[src/design/feeder_and_flywheel_sequencer_unit_macros.svh]
// ----------------------------------------------------------------------------
// Assertion macros for the feeder and flywheel sequencer
// Shared concurrent assertion forms, clocked on clk and disabled in reset.
// ----------------------------------------------------------------------------
`ifndef FEEDER_AND_FLYWHEEL_SEQUENCER_UNIT_MACROS_SVH
`define FEEDER_AND_FLYWHEEL_SEQUENCER_UNIT_MACROS_SVH

// Property that must hold at every clock edge outside reset.
`define FAFS_ASSERT(label, prop) \
  label: assert property (@(posedge clk) disable iff (rst) prop) \
    else $error("fafs assertion failed");

// Consequent must hold in the cycle after the antecedent.
`define FAFS_ASSERT_NEXT(label, ante, cons) \
  label: assert property (@(posedge clk) disable iff (rst) (ante) |=> (cons)) \
    else $error("fafs assertion failed");

`endif

[src/design/fafs_pkg.sv]
// ----------------------------------------------------------------------------
// fafs_pkg
// Types, codes and helper functions of the feeder and flywheel sequencer.
// ----------------------------------------------------------------------------
package fafs_pkg;

  // control mode codes
  typedef enum logic [1:0] {
    CM_REMOTE = 2'd0,
    CM_AUTO   = 2'd1,
    CM_PC     = 2'd2,
    CM_LOST   = 2'd3
  } ctrl_mode_t;

  // fire mode codes; code 3 is unused
  typedef enum logic [1:0] {
    FM_SINGLE = 2'd0,
    FM_BURST  = 2'd1,
    FM_STOP   = 2'd2
  } fire_mode_t;

  // configuration register indexes
  typedef enum logic [2:0] {
    REG_SINGLE_STEP   = 3'd0,
    REG_BURST_STEP    = 3'd1,
    REG_SHOT_INTERVAL = 3'd2,
    REG_LEFT_SPEED    = 3'd3,
    REG_RIGHT_SPEED   = 3'd4,
    REG_DECAY_COEF    = 3'd5
  } reg_idx_t;

  localparam logic [15:0] SINGLE_STEP_RST   = 16'd2500;
  localparam logic [15:0] BURST_STEP_RST    = 16'd10000;
  localparam logic [15:0] SHOT_INTERVAL_RST = 16'd1;
  localparam logic [15:0] LEFT_SPEED_RST    = 16'hE4A8;  // -7000
  localparam logic [15:0] RIGHT_SPEED_RST   = 16'hE4A8;  // -7000
  localparam logic [15:0] DECAY_COEF_RST    = 16'd65209; // about 0.995 in Q0.16

  localparam logic [15:0] CNT_MAX   = 16'hFFFF;
  localparam logic [15:0] S16_MIN   = 16'h8000;
  localparam logic [15:0] S16_MAX   = 16'h7FFF;

  typedef struct packed {
    logic [15:0] single_step;
    logic [15:0] burst_step;
    logic [15:0] shot_interval;
    logic [15:0] left_speed;
    logic [15:0] right_speed;
    logic [15:0] decay_coef;
  } cfg_t;

  typedef struct packed {
    logic [1:0]  arm_switch;
    logic [1:0]  control_mode;
    logic [1:0]  fire_mode;
    logic        mouse_left;
    logic        feeder_offline;
    logic [31:0] feeder_angle;
  } item_t;

  typedef struct packed {
    logic        primed;
    logic [15:0] shot_counter;
    logic [31:0] feeder_target;
    logic [15:0] left_last;
    logic [15:0] right_last;
    logic        firing_flag;
  } state_t;

  // input stage to top-level handshake status
  typedef struct packed {
    logic valid;
    logic advance;
  } stage_ctl_t;

  // v * coef / 65536, magnitude truncated toward zero
  function automatic logic [15:0] wheel_decay(input logic [15:0] v,
                                              input logic [15:0] coef);
    logic        neg;
    logic [16:0] mag;
    logic [32:0] prod;
    logic [15:0] r;
    neg  = v[15];
    mag  = neg ? (17'd0 - {v[15], v}) : {1'b0, v};
    prod = {16'd0, mag} * {17'd0, coef};
    r    = prod[31:16];
    return neg ? (16'd0 - r) : r;
  endfunction

  // negated left speed, most negative value saturates
  function automatic logic [15:0] spin_left(input logic [15:0] speed);
    return (speed == S16_MIN) ? S16_MAX : (16'd0 - speed);
  endfunction

endpackage

[src/design/fafs_cfg_regs.sv]
// ----------------------------------------------------------------------------
// fafs_cfg_regs
// Configuration register file with its write channel.
// ----------------------------------------------------------------------------
module fafs_cfg_regs
  import fafs_pkg::*;
(
  input  logic        clk,
  input  logic        rst,
  input  logic        cfg_valid,
  output logic        cfg_ready,
  input  logic [2:0]  cfg_index,
  input  logic [15:0] cfg_data,
  output cfg_t        cfg
);

  assign cfg_ready = 1'b1;

  always_ff @(posedge clk) begin
    if (rst) begin
      cfg.single_step   <= SINGLE_STEP_RST;
      cfg.burst_step    <= BURST_STEP_RST;
      cfg.shot_interval <= SHOT_INTERVAL_RST;
      cfg.left_speed    <= LEFT_SPEED_RST;
      cfg.right_speed   <= RIGHT_SPEED_RST;
      cfg.decay_coef    <= DECAY_COEF_RST;
    end else if (cfg_valid && cfg_ready) begin
      case (cfg_index)
        REG_SINGLE_STEP:   cfg.single_step   <= cfg_data;
        REG_BURST_STEP:    cfg.burst_step    <= cfg_data;
        REG_SHOT_INTERVAL: cfg.shot_interval <= cfg_data;
        REG_LEFT_SPEED:    cfg.left_speed    <= cfg_data;
        REG_RIGHT_SPEED:   cfg.right_speed   <= cfg_data;
        REG_DECAY_COEF:    cfg.decay_coef    <= cfg_data;
        default: ;  // writes past the list are dropped
      endcase
    end
  end

endmodule

[src/design/fafs_in_reg.sv]
// ----------------------------------------------------------------------------
// fafs_in_reg
// Input register; holds one tick until the result register can take it.
// ----------------------------------------------------------------------------
module fafs_in_reg
  import fafs_pkg::*;
(
  input  logic       clk,
  input  logic       rst,
  input  logic       in_valid,
  output logic       in_ready,
  input  item_t      in_item,
  input  logic       sink_free,
  output stage_ctl_t ctl,
  output item_t      item
);

  logic valid;

  assign ctl.valid   = valid;
  assign ctl.advance = valid && sink_free;
  assign in_ready    = !valid || sink_free;

  always_ff @(posedge clk) begin
    if (rst) begin
      valid <= 1'b0;
    end else if (in_ready) begin
      valid <= in_valid;
    end
  end

  always_ff @(posedge clk) begin
    if (in_valid && in_ready) begin
      item <= in_item;
    end
  end

endmodule

[src/design/fafs_tick.sv]
// ----------------------------------------------------------------------------
// fafs_tick
// Next-state logic for one control tick: feeder target, counter, wheels.
// ----------------------------------------------------------------------------
module fafs_tick
  import fafs_pkg::*;
(
  input  cfg_t   cfg,
  input  item_t  item,
  input  state_t cur,
  output state_t nxt
);

  logic [15:0] left_decay;
  logic [15:0] right_decay;
  logic [15:0] left_spin;
  logic        armed;
  logic        remote_auto;

  assign left_decay  = wheel_decay(cur.left_last, cfg.decay_coef);
  assign right_decay = wheel_decay(cur.right_last, cfg.decay_coef);
  assign left_spin   = spin_left(cfg.left_speed);
  // arm switch positions 1 and 3 both have bit 0 set
  assign armed       = item.arm_switch[0];
  assign remote_auto = (item.control_mode == CM_REMOTE) || (item.control_mode == CM_AUTO);

  always_comb begin
    nxt        = cur;
    nxt.primed = 1'b1;
    if (!cur.primed) begin
      nxt.feeder_target = item.feeder_angle;
    end
    if (item.feeder_offline) begin
      nxt.feeder_target = item.feeder_angle;
      nxt.firing_flag   = 1'b0;
    end
    if (armed && remote_auto) begin
      if ((cur.shot_counter > cfg.shot_interval) && (item.fire_mode == FM_SINGLE)) begin
        nxt.shot_counter = 16'd1;  // cleared, then counted for this tick
        if (!item.feeder_offline) begin
          nxt.feeder_target = nxt.feeder_target + {16'd0, cfg.single_step};
          nxt.firing_flag   = 1'b1;
        end
      end else begin
        if (cur.shot_counter != CNT_MAX) begin
          nxt.shot_counter = cur.shot_counter + 16'd1;
        end
        if (item.fire_mode == FM_BURST) begin
          if (!item.feeder_offline) begin
            nxt.feeder_target = nxt.feeder_target + {16'd0, cfg.burst_step};
            nxt.firing_flag   = 1'b1;
          end
        end else if (item.fire_mode == FM_STOP) begin
          nxt.firing_flag = 1'b0;
        end
      end
      if ((item.fire_mode == FM_SINGLE) || (item.fire_mode == FM_BURST)) begin
        nxt.left_last  = left_spin;
        nxt.right_last = cfg.right_speed;
      end else begin
        nxt.left_last  = left_decay;
        nxt.right_last = right_decay;
      end
    end
    if (armed && (item.control_mode == CM_PC)) begin
      if (item.mouse_left) begin
        if (!item.feeder_offline) begin
          nxt.feeder_target = nxt.feeder_target + {16'd0, cfg.burst_step};
          nxt.firing_flag   = 1'b1;
        end
        nxt.left_last  = left_spin;
        nxt.right_last = cfg.right_speed;
      end else begin
        nxt.firing_flag = 1'b0;
        nxt.left_last   = left_decay;
        nxt.right_last  = right_decay;
      end
    end
    // lost mode applies whatever the arm switch reads
    if (item.control_mode == CM_LOST) begin
      nxt.feeder_target = item.feeder_angle;
      nxt.left_last     = left_decay;
      nxt.right_last    = right_decay;
    end
  end

endmodule

[src/design/feeder_and_flywheel_sequencer_unit.sv]
// ----------------------------------------------------------------------------
// feeder_and_flywheel_sequencer_unit
// Per-tick feeder position and flywheel speed sequencer, top level.
// ----------------------------------------------------------------------------
//  channel  | direction | handshake            | payload
//  ---------+-----------+----------------------+----------------------------------
//  in       | input     | in_valid / in_ready  | arm_switch .. feeder_angle
//  out      | output    | out_valid / out_ready| feeder_setpoint .. firing
//  cfg      | input     | cfg_valid / cfg_ready| cfg_index, cfg_data (16 bits)
//
//  One transaction per cycle while out_ready stays high; an in transaction reaches
//  out_valid through the input register, then the state/result register.
//  The tick logic sits between the input register and the state registers,
//  which are also the result register, so each tick sees the previous one.
//  Reset (rst, synchronous) clears all state and loads the register defaults.
//  A stalled out channel holds the result and backs up into the input stage;
//  one more transaction is taken while a result waits.
//  cfg_ready is always high.
// ----------------------------------------------------------------------------
`include "feeder_and_flywheel_sequencer_unit_macros.svh"

module feeder_and_flywheel_sequencer_unit
  import fafs_pkg::*;
(
  input  logic               clk,
  input  logic               rst,
  // input transactions
  input  logic               in_valid,
  output logic               in_ready,
  input  logic [1:0]         arm_switch,
  input  logic [1:0]         control_mode,
  input  logic [1:0]         fire_mode,
  input  logic               mouse_left,
  input  logic               feeder_offline,
  input  logic signed [31:0] feeder_angle,
  // result transactions
  output logic               out_valid,
  input  logic               out_ready,
  output logic signed [31:0] feeder_setpoint,
  output logic signed [15:0] left_wheel_setpoint,
  output logic signed [15:0] right_wheel_setpoint,
  output logic               firing,
  // configuration writes
  input  logic               cfg_valid,
  output logic               cfg_ready,
  input  logic [2:0]         cfg_index,
  input  logic [15:0]        cfg_data
);

  cfg_t       cfg;
  item_t      in_item;
  item_t      item;
  stage_ctl_t stage;
  state_t     st;
  state_t     st_next;
  logic       sink_free;

  assign in_item.arm_switch     = arm_switch;
  assign in_item.control_mode   = control_mode;
  assign in_item.fire_mode      = fire_mode;
  assign in_item.mouse_left     = mouse_left;
  assign in_item.feeder_offline = feeder_offline;
  assign in_item.feeder_angle   = feeder_angle;

  // result register is free when empty or being drained this cycle
  assign sink_free = !out_valid || out_ready;

  fafs_cfg_regs u_cfg (
    .clk       (clk),
    .rst       (rst),
    .cfg_valid (cfg_valid),
    .cfg_ready (cfg_ready),
    .cfg_index (cfg_index),
    .cfg_data  (cfg_data),
    .cfg       (cfg)
  );

  fafs_in_reg u_in (
    .clk       (clk),
    .rst       (rst),
    .in_valid  (in_valid),
    .in_ready  (in_ready),
    .in_item   (in_item),
    .sink_free (sink_free),
    .ctl       (stage),
    .item      (item)
  );

  fafs_tick u_tick (
    .cfg  (cfg),
    .item (item),
    .cur  (st),
    .nxt  (st_next)
  );

  // state advances exactly once per tick; the new state is the result
  always_ff @(posedge clk) begin
    if (rst) begin
      st        <= '0;
      out_valid <= 1'b0;
    end else begin
      if (stage.advance) begin
        st        <= st_next;
        out_valid <= 1'b1;
      end else if (out_ready) begin
        out_valid <= 1'b0;
      end
    end
  end

  assign feeder_setpoint      = st.feeder_target;
  assign left_wheel_setpoint  = st.left_last;
  assign right_wheel_setpoint = st.right_last;
  assign firing               = st.firing_flag;

  // any processed tick leaves the target seeded
  `FAFS_ASSERT_NEXT(a_primed_after_tick, stage.advance, st.primed)
  // an offline feeder never reports firing
  `FAFS_ASSERT_NEXT(a_offline_not_firing, stage.advance && item.feeder_offline, !firing)
  // lost mode tracks the measured angle
  `FAFS_ASSERT_NEXT(a_lost_tracks_angle, stage.advance && (item.control_mode == CM_LOST), feeder_setpoint == $past(item.feeder_angle))
  // a held tick is not dropped
  `FAFS_ASSERT_NEXT(a_stage_holds, stage.valid && !stage.advance, stage.valid)

endmodule
[config.mk]
export PLATFORM = sky130hd
export DESIGN_NAME = feeder_and_flywheel_sequencer_unit
export DESIGN_NICKNAME = d
export VERILOG_FILES = /design/src/design/fafs_pkg.sv /design/src/design/fafs_cfg_regs.sv /design/src/design/fafs_in_reg.sv /design/src/design/fafs_tick.sv /design/src/design/feeder_and_flywheel_sequencer_unit.sv
export VERILOG_INCLUDE_DIRS = /design/src /design/src/design
export SDC_FILE = /design/constraint.sdc
export NUM_CORES = 2
export LEC_CHECK = 0
export ABC_CLOCK_PERIOD_IN_PS = 15000
export BUFFER_PORTS_ARGS = -buffer_cell sky130_fd_sc_hd__buf_2
export CORE_MARGIN = 1
export CORE_UTILIZATION = 55
export DETAILED_ROUTE_END_ITERATION = 8
export GPL_TIMING_DRIVEN = 0
export PLACE_DENSITY = 0.68
export SLEW_MARGIN = 40
export SYNTH_ARGS = -nofsm -noshare
export SYNTH_HDL_FRONTEND = slang
export SYNTH_SLANG_ARGS = --single-unit
[constraint.sdc]
create_clock -name clk -period 15 [get_ports clk]
set_input_delay 0.75 -clock clk [delete_from_list [all_inputs] [get_ports clk]]
set_output_delay 0.75 -clock clk [all_outputs]
set_load 0.005 [all_outputs]
* Word level (Yosys, flattened, before mapping)
Cells that the tools add are included.
Widths: inputs -> output; s select.
** Storage, ports and cells
- Register bits after elaboration :: 219
- Output and inout bits :: 68
- Bits of input ports :: 64
** Operators by class
- Add/sub/neg operators :: 9
- Reduce and logical (&&, ||, !) cells :: 25
- Order comparisons :: 1
- Multiplexer cells :: 27
- Equality and inequality tests :: 12
- Multipliers :: 2
** Operators by type and width (count)
- $mux 32 :: 8
- $mux 65 :: 2
- $add 32x16->32 :: 3
- $mul 17x16->32 :: 2
- $mux 16 :: 4
- $mux 64 :: 1
- $mux 48 :: 1
- $sub 1x16->16 const A :: 3
- $mux 17 :: 2
- $sub 1x16->17 const A :: 2
- $mux 33 :: 1
- $add 16x1->16 const B :: 1
- $eq 16x16->1 const B :: 1
- $gt 16x16->1 :: 1
- $ne 16x16->1 const B :: 1
- $reduce_and 2->1 :: 7
- $mux 1 :: 8
- $eq 2x2->1 const B :: 3
- $eq 3x2->1 const B :: 2
- $eq 3x3->1 const B :: 2
- $logic_and 1x1->1 :: 5
- $eq 2x1->1 const B :: 2
- $logic_not 2->1 :: 2
- $logic_or 1x1->1 :: 4
- other kinds (6) :: 8

* Logic depth before layout (Yosys ltp)
- Depth in word-level cells :: 12
- Mapped depth :: 35

* Modules after synthesis
Synthesis repeated with hierarchy kept, for this count alone.
** Unflattened totals
- Cells, all modules :: 3896
- Area total of the unflattened synthesis :: 33251.9 sq um
** By module, submodules not included
- fafs_tick :: cells an instance 3158, seq. area each 0.0 sq um, times used 1, area each 24689.9 sq um
- fafs_cfg_regs :: cells an instance 359, seq. area each 1921.8 sq um, times used 1, area each 3809.9 sq um
- feeder_and_flywheel_sequencer_unit :: cells an instance 332, seq. area each 1661.6 sq um, times used 1, area each 3480.8 sq um
- fafs_in_reg :: cells an instance 47, seq. area each 1221.2 sq um, times used 1, area each 1271.2 sq um

* Least setup slack after synthesis
No wires, ideal clock.
- Path kind :: reg2reg
- From :: register st, in the netlist left_wheel_setpoint[2]
- To :: register st, in the netlist left_wheel_setpoint[7]
- Path buffers :: 2
- Required time :: 14869 ps
- Cell stages (with the launch flop) :: 30
- Data arrival time :: 8003 ps
- Library setup time :: 131 ps
- Path slack :: 6867 ps
- Path through :: dfxtp_1 -> nor3_1 -> nand3_1 -> or3_1 -> or3_1 -> nor4b_1 -> clkbuf_1 -> nand2_1 -> fa_1 -> fa_1 -> inv_1 -> fa_1 -> fa_1 -> fa_1 -> inv_1 -> fa_1 -> inv_1 -> ha_1 -> clkbuf_1 -> or2_2 -> a21oi_1 -> o21ai_0 -> a21o_1 -> o31ai_1 -> xor2_1 -> nand4b_1 -> or4b_1 -> o2111ai_1 -> xor2_1 -> o22ai_1
** On the way
- Cells in the longest elaborated chain, start to end :: 9
- Elaborated cells between the ends (all ways) :: 10
- Those cells by class :: 2 x add/sub; 1 x mul; 7 x mux
** RTL lines
- start: declaration :: line feeder_and_flywheel_sequencer_unit.sv:54 : state_t st;
- start signal: assignment :: line feeder_and_flywheel_sequencer_unit.sv:103 : st <= st_next;
- $sub 1x16->17 :: line fafs_pkg.sv:84 : mag = neg ? (17'd0 - {v[15], v}) : {1'b0, v};
- $mux 17 * :: line fafs_pkg.sv:84
- $mul 17x16->32 * :: line fafs_pkg.sv:85 : prod = {16'd0, mag} * {17'd0, coef};
- $sub 1x16->16 :: line fafs_pkg.sv:87 : return neg ? (16'd0 - r) : r;
- $mux 16 * :: line fafs_pkg.sv:87
- $mux 32 :: line fafs_tick.sv:57 : if ((item.fire_mode == FM_SINGLE) || (item.fire_mode == FM_BURST)) begin
- $mux 65 :: line fafs_tick.sv:37 : if (armed && remote_auto) begin
- $mux 65 :: line fafs_tick.sv:65 : if (armed && (item.control_mode == CM_PC)) begin
- $mux 64 * :: line fafs_tick.sv:80 : if (item.control_mode == CM_LOST) begin
Every way passes the cells marked *; elsewhere a longest branch is shown, timed or not. The select of a mux whose other input is x is not followed.
A chain may end at the register's enable or synchronous reset.

* Worst setup path in the final report
- From :: register st, in the netlist left_wheel_setpoint[3]
- To :: register st, in the netlist left_wheel_setpoint[12]
The elaborated chain is that of the path after synthesis.

==> flow_summary.json <==
{
  "setup_viol": 0,
  "reg2reg_setup_slack_ns": 4.96,
  "dieHeight_um": 243,
  "path_class": "flop to flop",
  "vias": 27664,
  "hold_violations": 0,
  "cpMaxStageDelayCell": "clkbuf_1",
  "cap_violations": 0,
  "holdCritPathClass": "input pin to flop",
  "dr.pass1.iters": 8,
  "htreeDepth": 1,
  "fin_hold_ws_ns": 0.367,
  "r2r-end": "left_wheel_setpoint[12]",
  "hold_depth": 1,
  "drive_gt1_share_pct": 7.61,
  "rsz0062_at_grt": "false",
  "crit_top_cell": "fa_1",
  "synthTopCellsByArea": "fa_1, dfxtp_1, ha_1",
  "rows": 87,
  "clk_latency_ns": 0.55,
  "yosysTopAreaCell": "fa_1",
  "grt_max_degree": 40,
  "grtUsageTotal_pct": 33.2,
  "layout_min_cycle_time_ns": 10.04,
  "ys_warn_count": 0,
  "synthFlopType": "dfxtp_1",
  "fill_cells": 5294,
  "io_buffers": 129,
  "cts_tree": "yes",
  "worstMarginPinSlew_ns": 0.940,
  "async_flop_share_pct": 0,
  "numCtsBuffers": 23,
  "post-place-ws_ns": 5.17,
  "register_area_um2": 4770,
  "holdBufCountCts": 0,
  "finalClockSkew_ns": 0.0277,
  "worstReg2RegStart": "left_wheel_setpoint[3]",
  "postSynthCellCount": 3849,
  "end_kind": "flop",
  "drv_slew": 0,
  "die_w_um": 243,
  "first_global_vias": 27074,
  "synth.avg_cell_area_um2": 8.27,
  "drc": 0,
  "viasPerCell": 5.75,
  "drtIter0Drc": 2119,
  "min_to": "u_in.item[34]",
  "min_from": "fire_mode[0]",
  "cts_resized": 0,
  "clockBufferDepth": 3,
  "final_nets": 4778,
  "cp-start-kind": "flop",
  "synth.most_common_cell": "nand2_1",
  "wl_per_cell_um": 20.4,
  "fmaxAchievable_mhz": 99.6,
  "antenna_found_initial": 10,
  "grt_overflow": 0,
  "worstPathMaxFanout": 10,
  "timing.final.crit_share_pct": 66.9,
  "synth_edf_count": 39,
  "dieArea_um2": 58800,
  "synth_commonest_cells": "nand2_1, inv_1, fa_1",
  "multi_input_area_um2": 24300,
  "finalSetupTns_ns": 0,
  "status": "completed",
  "ys_seq_elements": 219,
  "area_growth_pct": 8.38,
  "max_stage_delay_ns": 0.56,
  "synth.distinct_cells": 93,
  "synth_area_um2": 31800,
  "grt_pass1_wl_um": 152000,
  "netlist.area_leader.share_pct": 26.1,
  "place.gp.congestion": 0.969,
  "ios": 132,
  "cp.arrival_ns": 10.44,
  "yosysSeqAreaShare_pct": 15.0,
  "hpwlAfterDp_um": 80300,
  "fin_ws_ns": 4.96,
  "start_util_pct": 56.0,
  "cts.reportedPaths.clkPinSlew_ns": 0.07,
  "cts_root_buffer": "clkbuf_16",
  "cts_setup_buffers": 0,
  "worstPathRequired_ns": 15.40,
  "ant_nets": 0,
  "routed_wl_um": 98100,
  "cts_sinks": 219,
  "final_core_util_pct": 60.7,
  "core_um2": 56800,
  "reg2reg_depth": 33,
  "maxSlewHeadroom_pct": 37.4
}
## through the flow
| step | std cells | area, um^2 |
|---|---|---|
| floorplan | 3878 | 31900 |
| global placement | 4763 | 33500 |
| detailed placement | 4764 | 33700 |
| CTS | 4805 | 34500 |
| global route | 4806 | 34500 |
| finish | 4809 | 34500 |
## per-layer routing
layer  global-route usage (%)  part of all wire, %  vias up
li1                         -                    -    12863
met3                     4.54                  7.0      259
met4                     15.9                  5.4       12
met1                     40.6                   39    13469
met2                     57.7                   48     1061
met5                        0                0.095        -
## how the worst max path moves through the flow
stage	startpoint	to	cells after the start
finish	left_wheel_setpoint[3]	left_wheel_setpoint[12]	33
global route	left_wheel_setpoint[3]	left_wheel_setpoint[12]	31
CTS	left_wheel_setpoint[3]	left_wheel_setpoint[12]	33
detailed placement	left_wheel_setpoint[3]	left_wheel_setpoint[12]	33
global placement	left_wheel_setpoint[3]	left_wheel_setpoint[7]	29
floorplan	left_wheel_setpoint[2]	left_wheel_setpoint[7]	29
## state kept, by name (all words and copies together), names as in the netlist
name                  flops
feeder_setpoint          32
firing                    1
left_wheel_setpoint      16
out_valid                 1
right_wheel_setpoint     16
st                       17
u_cfg.cfg                96
u_in.item                39
u_in.valid                1
## cells by family (layout without fill, tap and decap cells)
kind of cell	Yosys count	in the layout	share of synthesized area (%)
AOI/OAI and AO/OA	662	662	13.5
xor gates and xnor gates	158	158	4.39
adders and majority gates	681	681	36.6
buffers and inverters	748	919	9.63
DFF	219	219	15.0
muxes	32	32	1.04
other	2	35	0.0236
and+or+nand+nor	1347	1347	19.8
## area by class of cell
type | instances | area share, %
multi-input cells | 2911 | 70.3
flip-flops and latches | 219 | 13.8
inverters | 508 | 5.53
plain buffers | 240 | 3.38
well taps | 756 | 2.74
clock buffers | 35 | 2.10
repair buffers | 130 | 1.89
clock inverters | 6 | 0.203
diodes | 4 | 0.0290
## worst max-delay path, delay by kind of cell, from the launching register on
| family | cells | cell delay, ns |
|---|---|---|
| AOI/OAI and AO/OA | 7 | 1.66 |
| xor gates and xnor gates | 3 | 0.90 |
| adders and majority gates | 8 | 3.64 |
| buffers and inverters | 5 | 0.81 |
| DFF | 1 | 0.42 |
| and+or+nand+nor | 10 | 2.49 |
## cells in the final DEF, fill, tap and decap left out, types with 133 or more instances in the layout
| cell | n |
|---|---|
| ha_1 | 266 |
| clkbuf_1 | 161 |
| fa_1 | 415 |
| buf_2 | 133 |
| dfxtp_1 | 180 |
| nand2_1 | 671 |
| inv_1 | 508 |
| and2_1 | 225 |
| a21oi_1 | 207 |
| nor2_1 | 143 |
Power is not shown: default switching activity piles up to over one toggle a cycle in this logic, so the estimate is an artifact.
